--- config.mk ---
export PLATFORM = sky130hd
export DESIGN_NAME = ree_ram
export DESIGN_NICKNAME = d
export VERILOG_FILES = /design/src/rtl/core/ree_ram.sv
export SDC_FILE = /design/constraint.sdc
export NUM_CORES = 1
export LEC_CHECK = 0
export ABC_AREA = 1
export BUFFER_PORTS_ARGS = -buffer_cell sky130_fd_sc_hd__buf_2
export CAP_MARGIN = 10
export CORE_MARGIN = 2
export CORE_UTILIZATION = 55
export DETAILED_ROUTE_END_ITERATION = 6
export GPL_ROUTABILITY_DRIVEN = 1
export MAX_ROUTING_LAYER = met4
export PLACE_DENSITY_LB_ADDON = 0.1
export SLEW_MARGIN = 0
export SYNTH_ARGS = -nofsm -noshare
export SYNTH_HDL_FRONTEND = slang
export SYNTH_SLANG_ARGS = --single-unit
--- constraint.sdc ---
create_clock -name clk_i -period 1 [get_ports clk_i]
set_input_delay 0 -clock clk_i [delete_from_list [all_inputs] [get_ports clk_i]]
set_output_delay 0 -clock clk_i [all_outputs]
set_load 0.05 [all_outputs]
--- src/rtl/core/ree_ram.sv ---
// generic simple dual-port ram with registered read
module ree_ram #(
  parameter int unsigned Width = 8,
  parameter int unsigned Depth = 16,
  parameter int unsigned AddrW = 4
) (
  input  logic             clk_i,
  input  logic             we_i,
  input  logic [AddrW-1:0] waddr_i,
  input  logic [Width-1:0] wdata_i,
  input  logic [AddrW-1:0] raddr_i,
  output logic [Width-1:0] rdata_o
);

  logic [Width-1:0] mem [Depth];
  logic [Width-1:0] rdata_q;

  always_ff @(posedge clk_i) begin
    if (we_i) begin
      mem[waddr_i] <= wdata_i;
    end
    rdata_q <= mem[raddr_i];
  end

  assign rdata_o = rdata_q;

endmodule

==> results.sh <==
export IMPL_status="finished, violations left"
export IMPL_violations="setup timing"
export IMPL_die_y_um=106
export IMPL_r2r_slack_ps=10
export IMPL_fin_crit_sh=1.02
export IMPL_reg2reg_depth=6
export IMPL_multi_input_area_um2=1320
export IMPL_p_total_mw=12.7
export IMPL_cp_cell_sequence="buf_8"
export IMPL_avgRoutedWirePerCell_um=17.3
export IMPL_r2r_start="mem[7][0]"
export IMPL_hold_viol=0
export IMPL_crit_buf_inv=1
export IMPL_portBuffers=25
export IMPL_synth_seq_cells=136
export IMPL_r2r_end="rdata_o[0]"
export IMPL_htree_levels=4
export IMPL_slew_headroom=0.750
export IMPL_critical_path_class="flip-flop to output port"
export IMPL_dp_final_hpwl_um=7740
export IMPL_synth_compound_area_frac=0
export IMPL_rows=37
export IMPL_post_cts_buffers=0
export IMPL_clock_skew_ps=8.99
export IMPL_max_freq_mhz=982
export IMPL_nNetsFinal=624
export IMPL_synth_area_leaders="edfxtp_1 (67%), nand2_1 (11%), nand3_1 (8.4%)"
export IMPL_die_area_um2=11300
export IMPL_required_ps=1000
export IMPL_vdd_ir_drop_max_mv=0.970
export IMPL_syn_area_um2=5770
export IMPL_nFillCells=800
export IMPL_synth_cells=551
export IMPL_antenna_left=0
export IMPL_crit_start="rdata_o[1]"
export IMPL_synth_fa_ha_area_frac=0
export IMPL_dr_pass1_iters=5
export IMPL_drc=0
export IMPL_grt_max_degree=65
export IMPL_whs_ps=119
export IMPL_synth_largest_area_cell="edfxtp_1"
export IMPL_tightest_slew_ps=375
export IMPL_gp_congestion=0.874
export IMPL_min_path_type="input port to flip-flop"
export IMPL_maxCapViolCount=0
export IMPL_cts_made_buffers=17
export IMPL_power_density_nw_per_um2=1830
export IMPL_critPathTopFamily="flip-flops"
export IMPL_cts_path_max_buffers=2
export IMPL_final_cell_mix="nand2_1 (171), edfxtp_1 (128), inv_1 (100)"
export IMPL_end_kind="output port"
export IMPL_synthSimpleGateAreaFrac=0.210
export IMPL_worstSetupEndpoint="rdata_o[1]"
export IMPL_syn_to_final_growth_pct=20.7
export IMPL_antenna_found_initial=0
export IMPL_leakage_nw=3.04
export IMPL_drv_slew=0
export IMPL_syn_area_per_cell_um2=10.5
export IMPL_synth_top_family_by_area="simple AND/OR/NAND/NOR gates"
export IMPL_syn_nets=569
export IMPL_min_period_ps=1020
export IMPL_drt_iter0_markers=235
export IMPL_path_depth=1
export IMPL_synthXorXnorAreaFrac=0
export IMPL_start_util=0.564
export IMPL_ys_warn_count=0
export IMPL_clk_pin_slew_ps=50
export IMPL_synth_top_cell_area_share=0.667
export IMPL_rsz0062_at_grt="true"
export IMPL_die_width_um=106
export IMPL_yosysSeqAreaShare=0.694
export IMPL_grt_pass1_wl_um=20300
export IMPL_arrival_ps=1020
export IMPL_final_seq_area_um2=4010
export IMPL_yosys_mux_area_fraction=0
export IMPL_vias_per_cell=5.13
export IMPL_worstPathMaxFanout=1
export IMPL_num_vias=3875
export IMPL_pin_count=26
export IMPL_core_area_um2=10200
export IMPL_synthDistinctLibCells=12
export IMPL_max_stage_delay_ps=360
export IMPL_cts_root_buf="clkbuf_8"
export IMPL_final_common_cell="nand2_1"
export IMPL_crit_path_start_kind="flip-flop"
export IMPL_clock_sinks=136
export IMPL_grt_overflow=0
export IMPL_track_usage=0.256
export IMPL_setup_ws_ps=-18.6
export IMPL_tritoncts="built"
export IMPL_grt_pass1_vias=3785
export IMPL_diodes=0
export IMPL_drive_gt1_frac=0.178
export IMPL_critPathSlowestCell="dfxtp_2"
export IMPL_routed_wirelength_um=13100
export IMPL_setup_viol=2
export IMPL_clock_latency_ps=510
[synth_stat cells]
master / number
nand2_1: 173
nand3_1: 97
dfxtp_1: 8
buf_6: 6
buf_2: 13
buf_4: 4
buf_1: 1
nand3b_1: 2
inv_2: 2
nor2_1: 17
edfxtp_1: 128
inv_1: 100
[per-stage QoR]
step | setup WS, ps | instances | TNS [ps] | util | cell area (µm²)
floorplan | 49.2 | 551 | 0 | - | 5770
global placement | -80.6 | 713 | -322 | 0.603 | 6170
detailed placement | -83.3 | 713 | -420 | 0.603 | 6170
CTS | -37.6 | 755 | -78.1 | 0.671 | 6870
global route | -46.4 | 755 | -265 | 0.680 | 6960
finish | -18.6 | 755 | -20.8 | 0.680 | 6960
[cells by family (layout without fill, tap and decap cells)]
| family | count (synthesis) | in the layout |
|---|---|---|
| flip-flops | 136 | 136 |
| buffers and inverters | 126 | 194 |
| AND/OR/NAND/NOR | 289 | 289 |
[area by class of cell]
cell class,instances,area share
flip-flops and latches,136,0.577
multi-input cells,289,0.190
repair buffers,60,0.0818
clock buffers,22,0.0637
inverters,102,0.0550
well taps,136,0.0245
clock inverters,10,0.00809
[state kept, by name, summed over array words and instances (netlist names)]
signal,count
rdata_o,8
mem,128
[report_power, final]
group	leakage, nW	internal (mW)	switching [mW]
registers	1.22	6.38	0.0516
logic	1.56	0.373	0.713
clock network	0.252	3.07	2.15
total	3.04	9.82	2.91
[worst min-delay path, delay by kind of cell]
kind	cells	cell delay (ps)
AND/OR/NAND/NOR	4	270
buffers and inverters	2	300
[worst min-delay path by stage]
stage	start	to	slack [ps]	cells after the start
floorplan	wdata_i[0]	mem[0][0]	100	0
global placement	raddr_i[3]	rdata_o[6]	370	3
detailed placement	raddr_i[3]	rdata_o[6]	360	3
CTS	raddr_i[1]	rdata_o[3]	90	6
global route	raddr_i[1]	rdata_o[7]	130	6
finish	raddr_i[1]	rdata_o[1]	120	6
[per-layer routing]
metal	track usage	routed length, µm
met2	0.400	6470
met1	0.333	5610
met3	0.0503	766
met4	0.101	235
met5	-	0
[what timing repair did]
| action | 4_1_cts | 5_1_grt |
|---|---|---|
| endpoints found under the setup margin | 11 | 15 |
| gates cloned | 0 | 0 |
| resized for setup | 30 | 21 |
| pin swaps | 0 | 5 |
| hold buffers | 10 | 0 |
| endpoints found under the hold margin | 135 | 0 |
(Power assumes the default switching activity.)
