==> src/rtl/core/ree_pkg.sv <==
// shared constants and types of the row edge histogram block
package ree_pkg;

  localparam int unsigned ColumnsDefault = 1024;
  localparam int unsigned PixW           = 16;
  localparam int unsigned BinW           = 11;
  localparam int unsigned CountW         = 11;
  localparam int unsigned SumW           = 20;

  localparam logic [BinW-1:0]   BinMax       = 11'd2047;
  localparam logic [CountW-1:0] CountMax     = 11'd2047;
  localparam logic [SumW-1:0]   SumMax       = 20'hFFFFF;
  localparam logic [PixW-1:0]   ThresholdRst = 16'd5;

  typedef enum logic [4:0] {
    StClear = 5'b00001,
    StRun   = 5'b00010,
    StUpd   = 5'b00100,
    StScan  = 5'b01000,
    StDiv   = 5'b10000
  } ree_state_e;

endpackage

==> src/rtl/core/ree_div.sv <==
// restoring divider for the frame mean, one quotient bit per cycle
module ree_div (
  input  logic                      clk_i,
  input  logic                      rst_ni,
  input  logic                      start_i,
  input  logic [ree_pkg::SumW-1:0]  dividend_i,
  input  logic [ree_pkg::CountW-1:0] divisor_i,
  output logic                      busy_o,
  output logic [ree_pkg::SumW-1:0]  quotient_o
);
  import ree_pkg::*;

  localparam int unsigned CntW = $clog2(SumW + 1);

  logic [CntW-1:0]   cnt_q, cnt_d;
  logic [SumW-1:0]   quo_q, quo_d;
  logic [CountW-1:0] rem_q, rem_d;
  logic [CountW-1:0] dvs_q, dvs_d;
  logic [CountW:0]   rem_sh;
  logic [CountW+1:0] diff;

  assign rem_sh = {rem_q, quo_q[SumW-1]};
  assign diff   = {1'b0, rem_sh} - {2'b00, dvs_q};

  always_comb begin
    cnt_d = cnt_q;
    quo_d = quo_q;
    rem_d = rem_q;
    dvs_d = dvs_q;
    if (start_i) begin
      cnt_d = CntW'(SumW);
      quo_d = dividend_i;
      rem_d = '0;
      dvs_d = divisor_i;
    end else if (cnt_q != '0) begin
      cnt_d = cnt_q - CntW'(1);
      if (!diff[CountW+1]) begin
        rem_d = diff[CountW-1:0];
        quo_d = {quo_q[SumW-2:0], 1'b1};
      end else begin
        rem_d = rem_sh[CountW-1:0];
        quo_d = {quo_q[SumW-2:0], 1'b0};
      end
    end
  end

  always_ff @(posedge clk_i or negedge rst_ni) begin
    if (!rst_ni) begin
      cnt_q <= '0;
    end else begin
      cnt_q <= cnt_d;
    end
  end

  always_ff @(posedge clk_i) begin
    quo_q <= quo_d;
    rem_q <= rem_d;
    dvs_q <= dvs_d;
  end

  assign busy_o     = (cnt_q != '0);
  assign quotient_o = quo_q;

endmodule
==> config.mk <==
export PLATFORM = sky130hd
export DESIGN_NAME = ree_div
export DESIGN_NICKNAME = d
export VERILOG_FILES = /design/src/rtl/core/ree_pkg.sv /design/src/rtl/core/ree_div.sv
export SDC_FILE = /design/constraint.sdc
export NUM_CORES = 1
export LEC_CHECK = 0
export BUFFER_PORTS_ARGS = -buffer_cell sky130_fd_sc_hd__buf_2
export CORE_UTILIZATION = 47
export CTS_BUF_LIST = sky130_fd_sc_hd__clkbuf_16
export DETAILED_ROUTE_END_ITERATION = 16
export PLACE_DENSITY_LB_ADDON = 0.15
export SYNTH_ARGS = -nofsm -noshare
export SYNTH_HDL_FRONTEND = slang
export SYNTH_SLANG_ARGS = --single-unit
==> constraint.sdc <==
create_clock -name clk_i -period 2.35 [get_ports clk_i]
set_clock_uncertainty 0.15 [all_clocks]
set_input_delay 0.1175 -clock clk_i [delete_from_list [all_inputs] [get_ports clk_i]]
set_output_delay 0.1175 -clock clk_i [all_outputs]
set_load 0.05 [all_outputs]
==> flow_summary.json, run 1 <==
{
  "seqPwrFrac_pct": 31.9,
  "clkTransAtPathRegs_ns": 0.07,
  "first_iter_violations": 116,
  "yosysTopAreaCellShare_pct": 37.0,
  "synth_xor_area_share_pct": 1.39,
  "ant_nets": 0,
  "cts_buffers": 5,
  "drc": 0,
  "synthesis.area_um2": 2520,
  "antennaDiodeCount": 0,
  "cts_tree": "done",
  "post-place-cells": 357,
  "swShare_pct": 34.5,
  "crit_fanout": 5,
  "antenna_found_initial": 0,
  "max_freq_mhz": 406,
  "slew_violations": 0,
  "worst_slew_pin_slew_ns": 0.518,
  "vdd_drop_max_mv": 0.483,
  "seq_area_frac_synth_pct": 50.7,
  "syn_to_final_growth_pct": 42.5,
  "max_stage_delay_ns": 0.43,
  "synth_fp_nets": 268,
  "r2r_start": "dvs_q[0]",
  "reg2reg_to": "rem_q[6]",
  "hold_ws_ns": 0.0169,
  "min_period_over_period_pct": 105,
  "finalPower_mw": 3.67,
  "detailed_place.area_um2": 3000,
  "required_ns": 2.41,
  "grt_pass1_vias": 1999,
  "cp-end-kind": "register",
  "synth_top_family_by_area": "compound AO/OA/AOI/OAI gates",
  "worstPathCellList": "ha_4 -> fa_2 -> nor2b_4 -> o31a_1 -> a21o_1 -> nor4_4 -> buf_4 -> or3_4 -> a211oi_2",
  "status": "finished, violations left",
  "die_w_um": 75.2,
  "slowest_stage": "edfxtp_1",
  "wl_per_cell_um": 13.5,
  "arrival_ns": 2.52,
  "dieArea_um2": 5650,
  "hold_class": "in2async",
  "drt_pass1_iterations": 4,
  "grt_max_degree": 26,
  "dp_hpwl_mm": 3.60,
  "combPwrFrac_pct": 46.3,
  "gp_congestion": 0.769,
  "clk-insertion-delay-late_ns": 0.29,
  "grt_overflow": 0,
  "maxCapViolCount": 0,
  "async_flop_share_pct": 10.6,
  "htree_levels": 2,
  "synth-edff-count": 31,
  "synth.most_common_cell": "edfxtp_1",
  "synth-compound-area-share_pct": 13.3,
  "synth_ff_type": "edfxtp_1",
  "cp_num_cells": 9,
  "r2r_slack_ns": -0.11,
  "cts_max_path_buffers": 2,
  "ys_top_cells_by_area": "edfxtp_1 37%, mux2_2 9.4%, dfxtp_1 8.8%",
  "multi_input_area_um2": 1190,
  "p_sw_mw": 1.27,
  "seqCellArea_um2": 1280,
  "die_h_um": 75.2,
  "start_kind": "register",
  "core-area_um2": 5140,
  "post_layout_nonfiller_instances": 403,
  "reg2reg_depth": 9,
  "vias_per_cell": 5.03,
  "worst_slack_ns": -0.111,
  "final_layout_size_suffix_gt1_share_pct": 39.0,
  "initial_utilization_pct": 49.0,
  "drt_wl_total_mm": 5.46,
  "ys_types": 41,
  "clockPowerShare_pct": 21.8,
  "relSlewSlack_pct": 65.5,
  "grt_pass1_wl_mm": 9.09,
  "min_period_ns": 2.46,
  "synth-seq-cells": 47,
  "crit_type": "reg2reg",
  "p_int_mw": 2.40,
  "rsz0062_at_grt": "true",
  "grt_use_total_pct": 21.6,
  "cts_root_buffer": "clkbuf_16",
  "critPathBufInv": 1,
  "setup_violations": 5,
  "num_rows": 26,
  "ys_top_cells_by_count": "31 x edfxtp_1, 24 x nor2_1, 21 x mux2_2",
  "muxShareOfSynthArea_pct": 11.4,
  "synth-simple-area-share_pct": 11.5,
  "avgSynthCellArea_um2": 11.4,
  "portBuffers": 54,
  "violations": "setup timing",
  "clock_sinks": 47,
  "vias": 2026,
  "syn-instance-count": 220,
  "yosys_warnings": 0,
  "crit_family": "simple AND/OR/NAND/NOR gates",
  "io_pins": 55,
  "synthAdderAreaFrac_pct": 7.26,
  "final-hold-violation-count": 0,
  "layout.nets": 380,
  "p_leak_nw": 1.59,
  "fin_area_um2": 3590,
  "powerDensity_nw_per_um2": 1020,
  "yosys.area.top_type": "edfxtp_1",
  "num-fill-cells": 391
}
==> cell type report <==
cell class,instances,area share (%)
multi-input cells,146,33.3
clock inverters,3,1.15
repair buffers,113,22.1
flip-flops and latches,47,35.6
well taps,70,2.44
clock buffers,5,3.49
inverters,19,1.99
==> per-layer routing <==
metal | GRT usage (%) | share of wire (%) | vias up
met5 | 0 | 0 | -
met4 | 7.00 | 1.5 | 0
met3 | 4.55 | 3.3 | 9
met2 | 35.5 | 49 | 43
met1 | 28.5 | 46 | 947
li1 | - | - | 1027
==> how the worst max path moves through the flow <==
| stage | from | to |
|---|---|---|
| global placement | quotient_o[19] | rem_q[5] |
| detailed placement | quotient_o[19] | rem_q[5] |
| CTS | dvs_q[0] | rem_q[5] |
| floorplan | quotient_o[19] | rem_q[8] |
| global route | dvs_q[0] | rem_q[6] |
| finish | dvs_q[0] | rem_q[6] |
==> through the flow <==
step                      setup slack (ns)  TNS, ns  util, %
after global placement             -0.0325  -0.0803     58.4
after global routing                -0.195    -1.39     69.8
after CTS                          -0.0903   -0.284     68.8
after detailed placement           -0.0951   -0.477     58.4
after floorplan                     -0.404    -3.33        -
final                               -0.111   -0.375     69.8
==> power by group through the flow <==
stage | combinational [mW] | clock (mW) | sequential [mW]
final | 1.70 | 0.800 | 1.17
after global routing | 1.87 | 0.840 | 1.19
after CTS | 1.62 | 0.816 | 1.17
after detailed placement | 1.48 | 0 | 1.18
after global placement | 1.47 | 0 | 1.18
after floorplan | 0.906 | 0 | 1.34
==> sequential cells by signal, indices dropped and copies added, names as in the netlist <==
name        count
quotient_o     20
dvs_q          11
rem_q          11
cnt_q           5
==> what timing repair did <==
action	in CTS	in global routing
endpoints found under the hold margin	34	0
endpoints found under the setup margin	9	11
gates resized for setup	7	8
setup buffers	6	2
pin swaps	6	6
hold buffers	30	0
==> kinds of logic (layout without fill, tap and decap cells) <==
logic type | after synthesis | in the layout
AND/OR/NAND/NOR | 57 | 57
flip-flops | 47 | 47
AO/OA/AOI/OAI | 45 | 45
buffers and inverters | 27 | 140
multiplexers | 26 | 26
adder cells (fa/ha/maj) | 14 | 14
XOR/XNOR | 4 | 4
==> layout by cell type, fill, tap and decap left out, drive strengths merged, types with 4 or more instances in the layout <==
cell          n
nor3          6
nand2        11
o21a          7
xnor2         4
a211oi        7
dfrtp         5
mux2         21
mux2i         5
dlygate4sd3  30
a21oi        11
nor2         24
dfxtp        11
clkbuf        5
ha           13
edfxtp       31
buf          83
o21ai         7
inv          19
(Power assumes the default switching activity.)
==> inputs of run 2 (changes only) <==
- ABC_AREA: unset -> 1
- MAX_ROUTING_LAYER: unset -> met4
- TNS_END_PERCENT: unset -> 20
==> run 2 against run 1 <==
Against the previous run:
- clock power is 13% lower
- global-route usage is 2.5 points higher
- die area grew 6.3%
- the run now ends clean
- final cell count is 24% higher
- core utilization is 6.0 points lower
- hold slack lost 0.0026 ns
- synthesized area is 6.5% higher
- power fell by 14%
- synthesized cell count up 52%
- sequential share of layout area rose by 0.76 points
- combinational power down 23%
- final area fell by 2.1%
==> flow_summary.json, run 2 <==
{
  "swShare_pct": 39.5,
  "slew_violations": 0,
  "gp_congestion": 0.898,
  "syn-instance-count": 334,
  "vias": 2372,
  "avgSynthCellArea_um2": 8.02,
  "setup_violations": 0,
  "antennaDiodeCount": 0,
  "grt_pass1_wl_mm": 10.8,
  "synth.most_common_cell": "nand2_1",
  "yosysTopAreaCellShare_pct": 34.8,
  "drt_pass1_iterations": 4,
  "final_common_cell": "nand2_1",
  "combPwrFrac_pct": 41.8,
  "wl_per_cell_um": 12.6,
  "synth-edff-count": 31,
  "pre_cts_ws_ns": 0.205,
  "htree_levels": 2,
  "worst_slew_pin_slew_ns": 0.367,
  "reg2reg_depth": 12,
  "postCtsSetupBuffers": 0,
  "crit_fanout": 19,
  "clock_sinks": 47,
  "io_pins": 55,
  "cts_buffers": 5,
  "drt_wl_total_mm": 6.27,
  "reg2reg_to": "rem_q[7]",
  "first_iter_violations": 154,
  "layout.nets": 473,
  "hold_class": "in2async",
  "ys_top_cells_by_count": "140 x nand2_1, 47 x inv_1, 31 x edfxtp_1",
  "relSlewSlack_pct": 75.5,
  "grt_overflow": 0,
  "cts_max_path_buffers": 2,
  "die_w_um": 77.5,
  "ant_nets": 0,
  "drc": 0,
  "required_ns": 2.39,
  "crit_type": "reg2reg",
  "synth-seq-cells": 47,
  "ys_top_cells_by_area": "edfxtp_1 35%, nand2_1 20%, dfxtp_1 8.2%",
  "num_rows": 27,
  "p_sw_mw": 1.24,
  "grt_max_degree": 32,
  "timing.setup.tns_ns": 0,
  "yosys.area.top_type": "edfxtp_1",
  "vias_per_cell": 4.76,
  "vdd_drop_max_mv": 0.381,
  "cts_tree": "done",
  "largest_reg_flops": 20,
  "grt_pass1_vias": 2379,
  "synth_fp_nets": 382,
  "r2r_slack_ns": 0.22,
  "final-hold-violation-count": 0,
  "async_flop_share_pct": 10.6,
  "worst_slack_ns": 0.217,
  "dieArea_um2": 6010,
  "seqPwrFrac_pct": 36.0,
  "synth_ff_type": "edfxtp_1",
  "cp-end-kind": "register",
  "arrival_ns": 2.17,
  "antenna_found_initial": 0,
  "die_h_um": 77.5,
  "synthesis.area_um2": 2680,
  "grt_use_total_pct": 24.0,
  "clockPowerShare_pct": 22.3,
  "min_period_ns": 2.13,
  "maxCapViolCount": 0,
  "syn_to_final_growth_pct": 31.1,
  "powerDensity_nw_per_um2": 896,
  "start_kind": "register",
  "max_freq_mhz": 469,
  "cts_root_buffer": "clkbuf_16",
  "p_int_mw": 1.90,
  "clk-insertion-delay-late_ns": 0.29,
  "final_cell_mix": "140 x nand2_1, 54 x buf_2, 47 x inv_1",
  "dp_hpwl_mm": 4.26,
  "rsz0062_at_grt": "false",
  "seq_area_frac_synth_pct": 47.6,
  "clkTransAtPathRegs_ns": 0.07,
  "drt-met1-wl_mm": 2.82,
  "core-area_um2": 5510,
  "status": "finished clean",
  "r2r_start": "quotient_o[19]",
  "highest_layer": "met4",
  "final_layout_size_suffix_gt1_share_pct": 21.6,
  "yosys_warnings": 0,
  "wl_met3_um": 313,
  "portBuffers": 54,
  "ys_types": 30,
  "min_period_over_period_pct": 90.8,
  "p_leak_nw": 1.80,
  "initial_utilization_pct": 48.6,
  "wl_met2_mm": 2.96
}
[run 2: kinds of logic (layout without fill, tap and decap cells)]
group / Yosys count / count (layout) / synth area share (%)
adder cells (fa/ha/maj): 14 / 14 / 6.82
buffers and inverters: 57 / 149 / 8.64
flip-flops: 47 / 47 / 47.6
AND/OR/NAND/NOR: 199 / 199 / 32.3
XOR/XNOR: 4 / 4 / 1.31
AO/OA/AOI/OAI: 13 / 13 / 3.27
[run 2: per-stage QoR]
stage,cells,hold slack (ns),utilization [%],instance area [µm²],power (mW)
after floorplan,334,-0.328,-,2690,2.18
after global placement,457,-0.209,55.1,3040,2.39
after detailed placement,457,-0.209,55.1,3040,2.41
after CTS,497,0.00132,63.6,3500,3.16
after global routing,498,0.0289,63.8,3510,3.39
final,498,0.0144,63.8,3510,3.14
[run 2: worst max path at each step]
stage                         startpoint            end  slack (ns)  depth (start not counted)
after CTS                 quotient_o[19]       rem_q[7]        0.19                         12
after global placement    quotient_o[19]       rem_q[9]        0.29                         12
after detailed placement  quotient_o[19]  quotient_o[0]        0.20                         10
after global routing      quotient_o[19]      rem_q[10]        0.03                         12
final                     quotient_o[19]       rem_q[7]        0.22                         12
after floorplan           quotient_o[19]       rem_q[9]        0.04                         12
[run 2: power groups by stage]
stage          clock network [mW]  logic [mW]  registers [mW]
3_5_place_dp                    0        1.27            1.14
3_3_place_gp                    0        1.25            1.14
6_report                    0.700        1.31            1.13
2_1_floorplan                   0       0.909            1.28
4_1_cts                     0.719        1.31            1.13
5_1_grt                     0.753        1.48            1.15
[run 2: routing by layer]
layer  GRT usage, %  vias up
li1               -     1228
met1           29.4     1051
met2           38.8       78
met3           4.82       15
met4           10.0        0
met5              -        -
[run 2: what timing repair did]
item | 4_1_cts | 5_1_grt
hold buffers | 32 | 1
endpoints found under the hold margin | 36 | 1
gates resized for setup | 0 | 0
[run 2: final cells by class]
| class | count | area [µm²] |
|---|---|---|
| flip-flops and latches | 47 | 1280 |
| fillers | 483 | 2000 |
| repair buffers | 91 | 631 |
| well taps | 72 | 90.1 |
| inverters | 50 | 188 |
| clock buffers | 5 | 125 |
| clock inverters | 3 | 20.0 |
| multi-input cells | 230 | 1180 |
[run 2: worst max-delay path, cell delays in order (launching register included)]
cell	delay, ns
edfxtp_1	0.40
inv_1	0.08
ha_2	0.20
fa_2	0.21
inv_1	0.06
nand3_1	0.08
nand3_2	0.11
nand2_2	0.15
nand3_4	0.25
nor2_1	0.18
nor2_1	0.06
nand2_1	0.07
nand2_1	0.04
==> inputs of run 3 (changes only) <==
- GPL_ROUTABILITY_DRIVEN: unset -> 0
- PLACE_DENSITY: unset -> 0.78
- PLACE_DENSITY_LB_ADDON: 0.15 -> unset
- clock period: 2.35 -> 2 ns (I/O delays scaled with it)
==> run 3 against run 2 <==
Against the previous run:
- final cell count is 3.2% higher
- worst setup slack got worse by 0.21 ns
- maximum frequency is 6.8% higher
- via count grew 8.0%
- non-clock buffer count rose by 14
- wire length grew 15%
- combinational power is 44% higher
- core utilization grew 3.0 points
- first-iteration DRC count increased by 23%
- critical endpoint is now rem_q[5]
- largest cell class unchanged
- highest routed layer unchanged
==> flow_summary.json, run 3 (synthesis gave the netlist of run 2 again) <==
{
  "first_iter_violations": 190,
  "final-hold-violation-count": 0,
  "crit_type": "reg2reg",
  "grt_use_total_pct": 25.2,
  "antennaDiodeCount": 0,
  "rsz0062_at_grt": "true",
  "drt_pass1_iterations": 4,
  "layout.nets": 489,
  "setup_violations": 0,
  "reg2reg_depth": 12,
  "detailed_place.area_um2": 3120,
  "grt_max_degree": 21,
  "p_sw_mw": 1.64,
  "p_int_mw": 2.41,
  "status": "finished clean",
  "final_layout_size_suffix_gt1_share_pct": 25.6,
  "io_pins": 55,
  "cts_tree": "done",
  "maxCapViolCount": 0,
  "fin_area_um2": 3680,
  "worst_slew_pin_slew_ns": 0.420,
  "cp-end-kind": "register",
  "syn_to_final_growth_pct": 37.3,
  "clk-insertion-delay-late_ns": 0.29,
  "dp_hpwl_mm": 4.27,
  "worst_slack_ns": 0.00309,
  "portBuffers": 54,
  "largest_reg_flops": 20,
  "core-area_um2": 5510,
  "swShare_pct": 40.4,
  "final_cell_mix": "139 x nand2_1, 54 x buf_2, 46 x inv_1",
  "num_rows": 27,
  "pre_cts_ws_ns": -0.0154,
  "cts_max_path_buffers": 2,
  "powerDensity_nw_per_um2": 1100,
  "clock_sinks": 47,
  "reg2reg_to": "rem_q[5]",
  "slew_violations": 0,
  "antenna_found_initial": 0,
  "die_h_um": 77.5,
  "arrival_ns": 2.04,
  "ant_nets": 0,
  "min_period_over_period_pct": 99.8,
  "drt_wl_total_mm": 7.19,
  "wl_per_cell_um": 14.0,
  "final_util_pct": 66.8,
  "clockPowerShare_pct": 20.8,
  "vias": 2561,
  "die_w_um": 77.5,
  "combPwrFrac_pct": 46.4,
  "vdd_drop_max_mv": 0.509,
  "grt_pass1_wl_mm": 11.4,
  "grt_overflow": 0,
  "r2r_slack_ns": 0.003,
  "max_freq_mhz": 501,
  "crit_fanout": 4,
  "clkTransAtPathRegs_ns": 0.07,
  "dieArea_um2": 6010,
  "relSlewSlack_pct": 72.0,
  "cts_root_buffer": "clkbuf_16",
  "drc": 0,
  "required_ns": 2.04,
  "num-fill-cells": 401,
  "min_period_ns": 2.00,
  "cts_buffers": 5,
  "start_kind": "register",
  "r2r_start": "quotient_o[19]",
  "hold_class": "in2async",
  "p_leak_nw": 1.93,
  "final_common_cell": "nand2_1",
  "timing.setup.tns_ns": 0,
  "grt_pass1_vias": 2511,
  "initial_utilization_pct": 48.6,
  "vias_per_cell": 4.98,
  "htree_levels": 2,
  "seqPwrFrac_pct": 32.8
}
## run 3: worst max-delay path, stage by stage, from the launching register on
cell,delay [ns]
edfxtp_1,0.35
inv_1,0.05
ha_2,0.19
fa_2,0.36
inv_2,0.09
nand3_2,0.08
nand3_4,0.10
nand2_4,0.09
nand3_2,0.14
buf_4,0.14
nand3_2,0.05
nand3_1,0.06
nand2_1,0.05
## run 3: power groups by stage
stage / clock network, mW / logic, mW / registers [mW]
detailed placement: 0 / 1.56 / 1.34
finish: 0.843 / 1.88 / 1.33
global route: 0.884 / 2.05 / 1.35
CTS: 0.844 / 1.63 / 1.33
global placement: 0 / 1.52 / 1.34
floorplan: 0 / 1.09 / 1.50
## run 3: cell type report
type	count	area, µm²	area share (%)
Sequential cell	47	1280	34.7
Multi-Input combinational cell	232	1230	33.5
Timing Repair Buffer	105	746	20.3
Inverter	50	188	5.10
Clock buffer	5	125	3.40
Tap cell	72	90.1	2.45
Clock inverter	3	18.8	0.510
## run 3: worst max path at each step
| stage | slack [ns] | cells after the start | startpoint | endpoint |
|---|---|---|---|---|
| after detailed placement | -0.02 | 10 | quotient_o[19] | quotient_o[0] |
| final | 0.003 | 12 | quotient_o[19] | rem_q[5] |
| after floorplan | -0.26 | 5 | cnt_q[0] | quotient_o[0] |
| after CTS | -0.02 | 10 | quotient_o[19] | quotient_o[0] |
| after global routing | -0.14 | 11 | dvs_q[5] | rem_q[4] |
| after global placement | 0.07 | 10 | quotient_o[19] | quotient_o[0] |
## run 3: metal layers
| layer | GRT usage (%) | part of all wire [%] | wire length (µm) | up-vias |
|---|---|---|---|---|
| li1 | - | - | - | 1265 |
| met1 | 29.9 | 41 | 2940 | 1163 |
| met2 | 42.7 | 49 | 3550 | 113 |
| met3 | 3.06 | 6.9 | 497 | 20 |
| met4 | 11.1 | 2.8 | 199 | 0 |
| met5 | - | 0 | 0 | - |
## run 3: metrics by stage
stage                     total power [mW]  hold WS, ns  cells
after floorplan                       2.59       -0.346    334
after global placement                2.86       -0.229    464
after detailed placement              2.90       -0.226    464
after CTS                             3.80      0.00188    504
after global routing                  4.28       0.0369    514
final                                 4.05      0.00716    514
## run 3: timing repair
action | CTS | global route
setup endpoints to repair | 2 | 12
resized for setup | 0 | 3
gates cloned | 0 | 2
hold buffers | 32 | 0
endpoints found under the hold margin | 36 | 0
setup buffers | 0 | 8
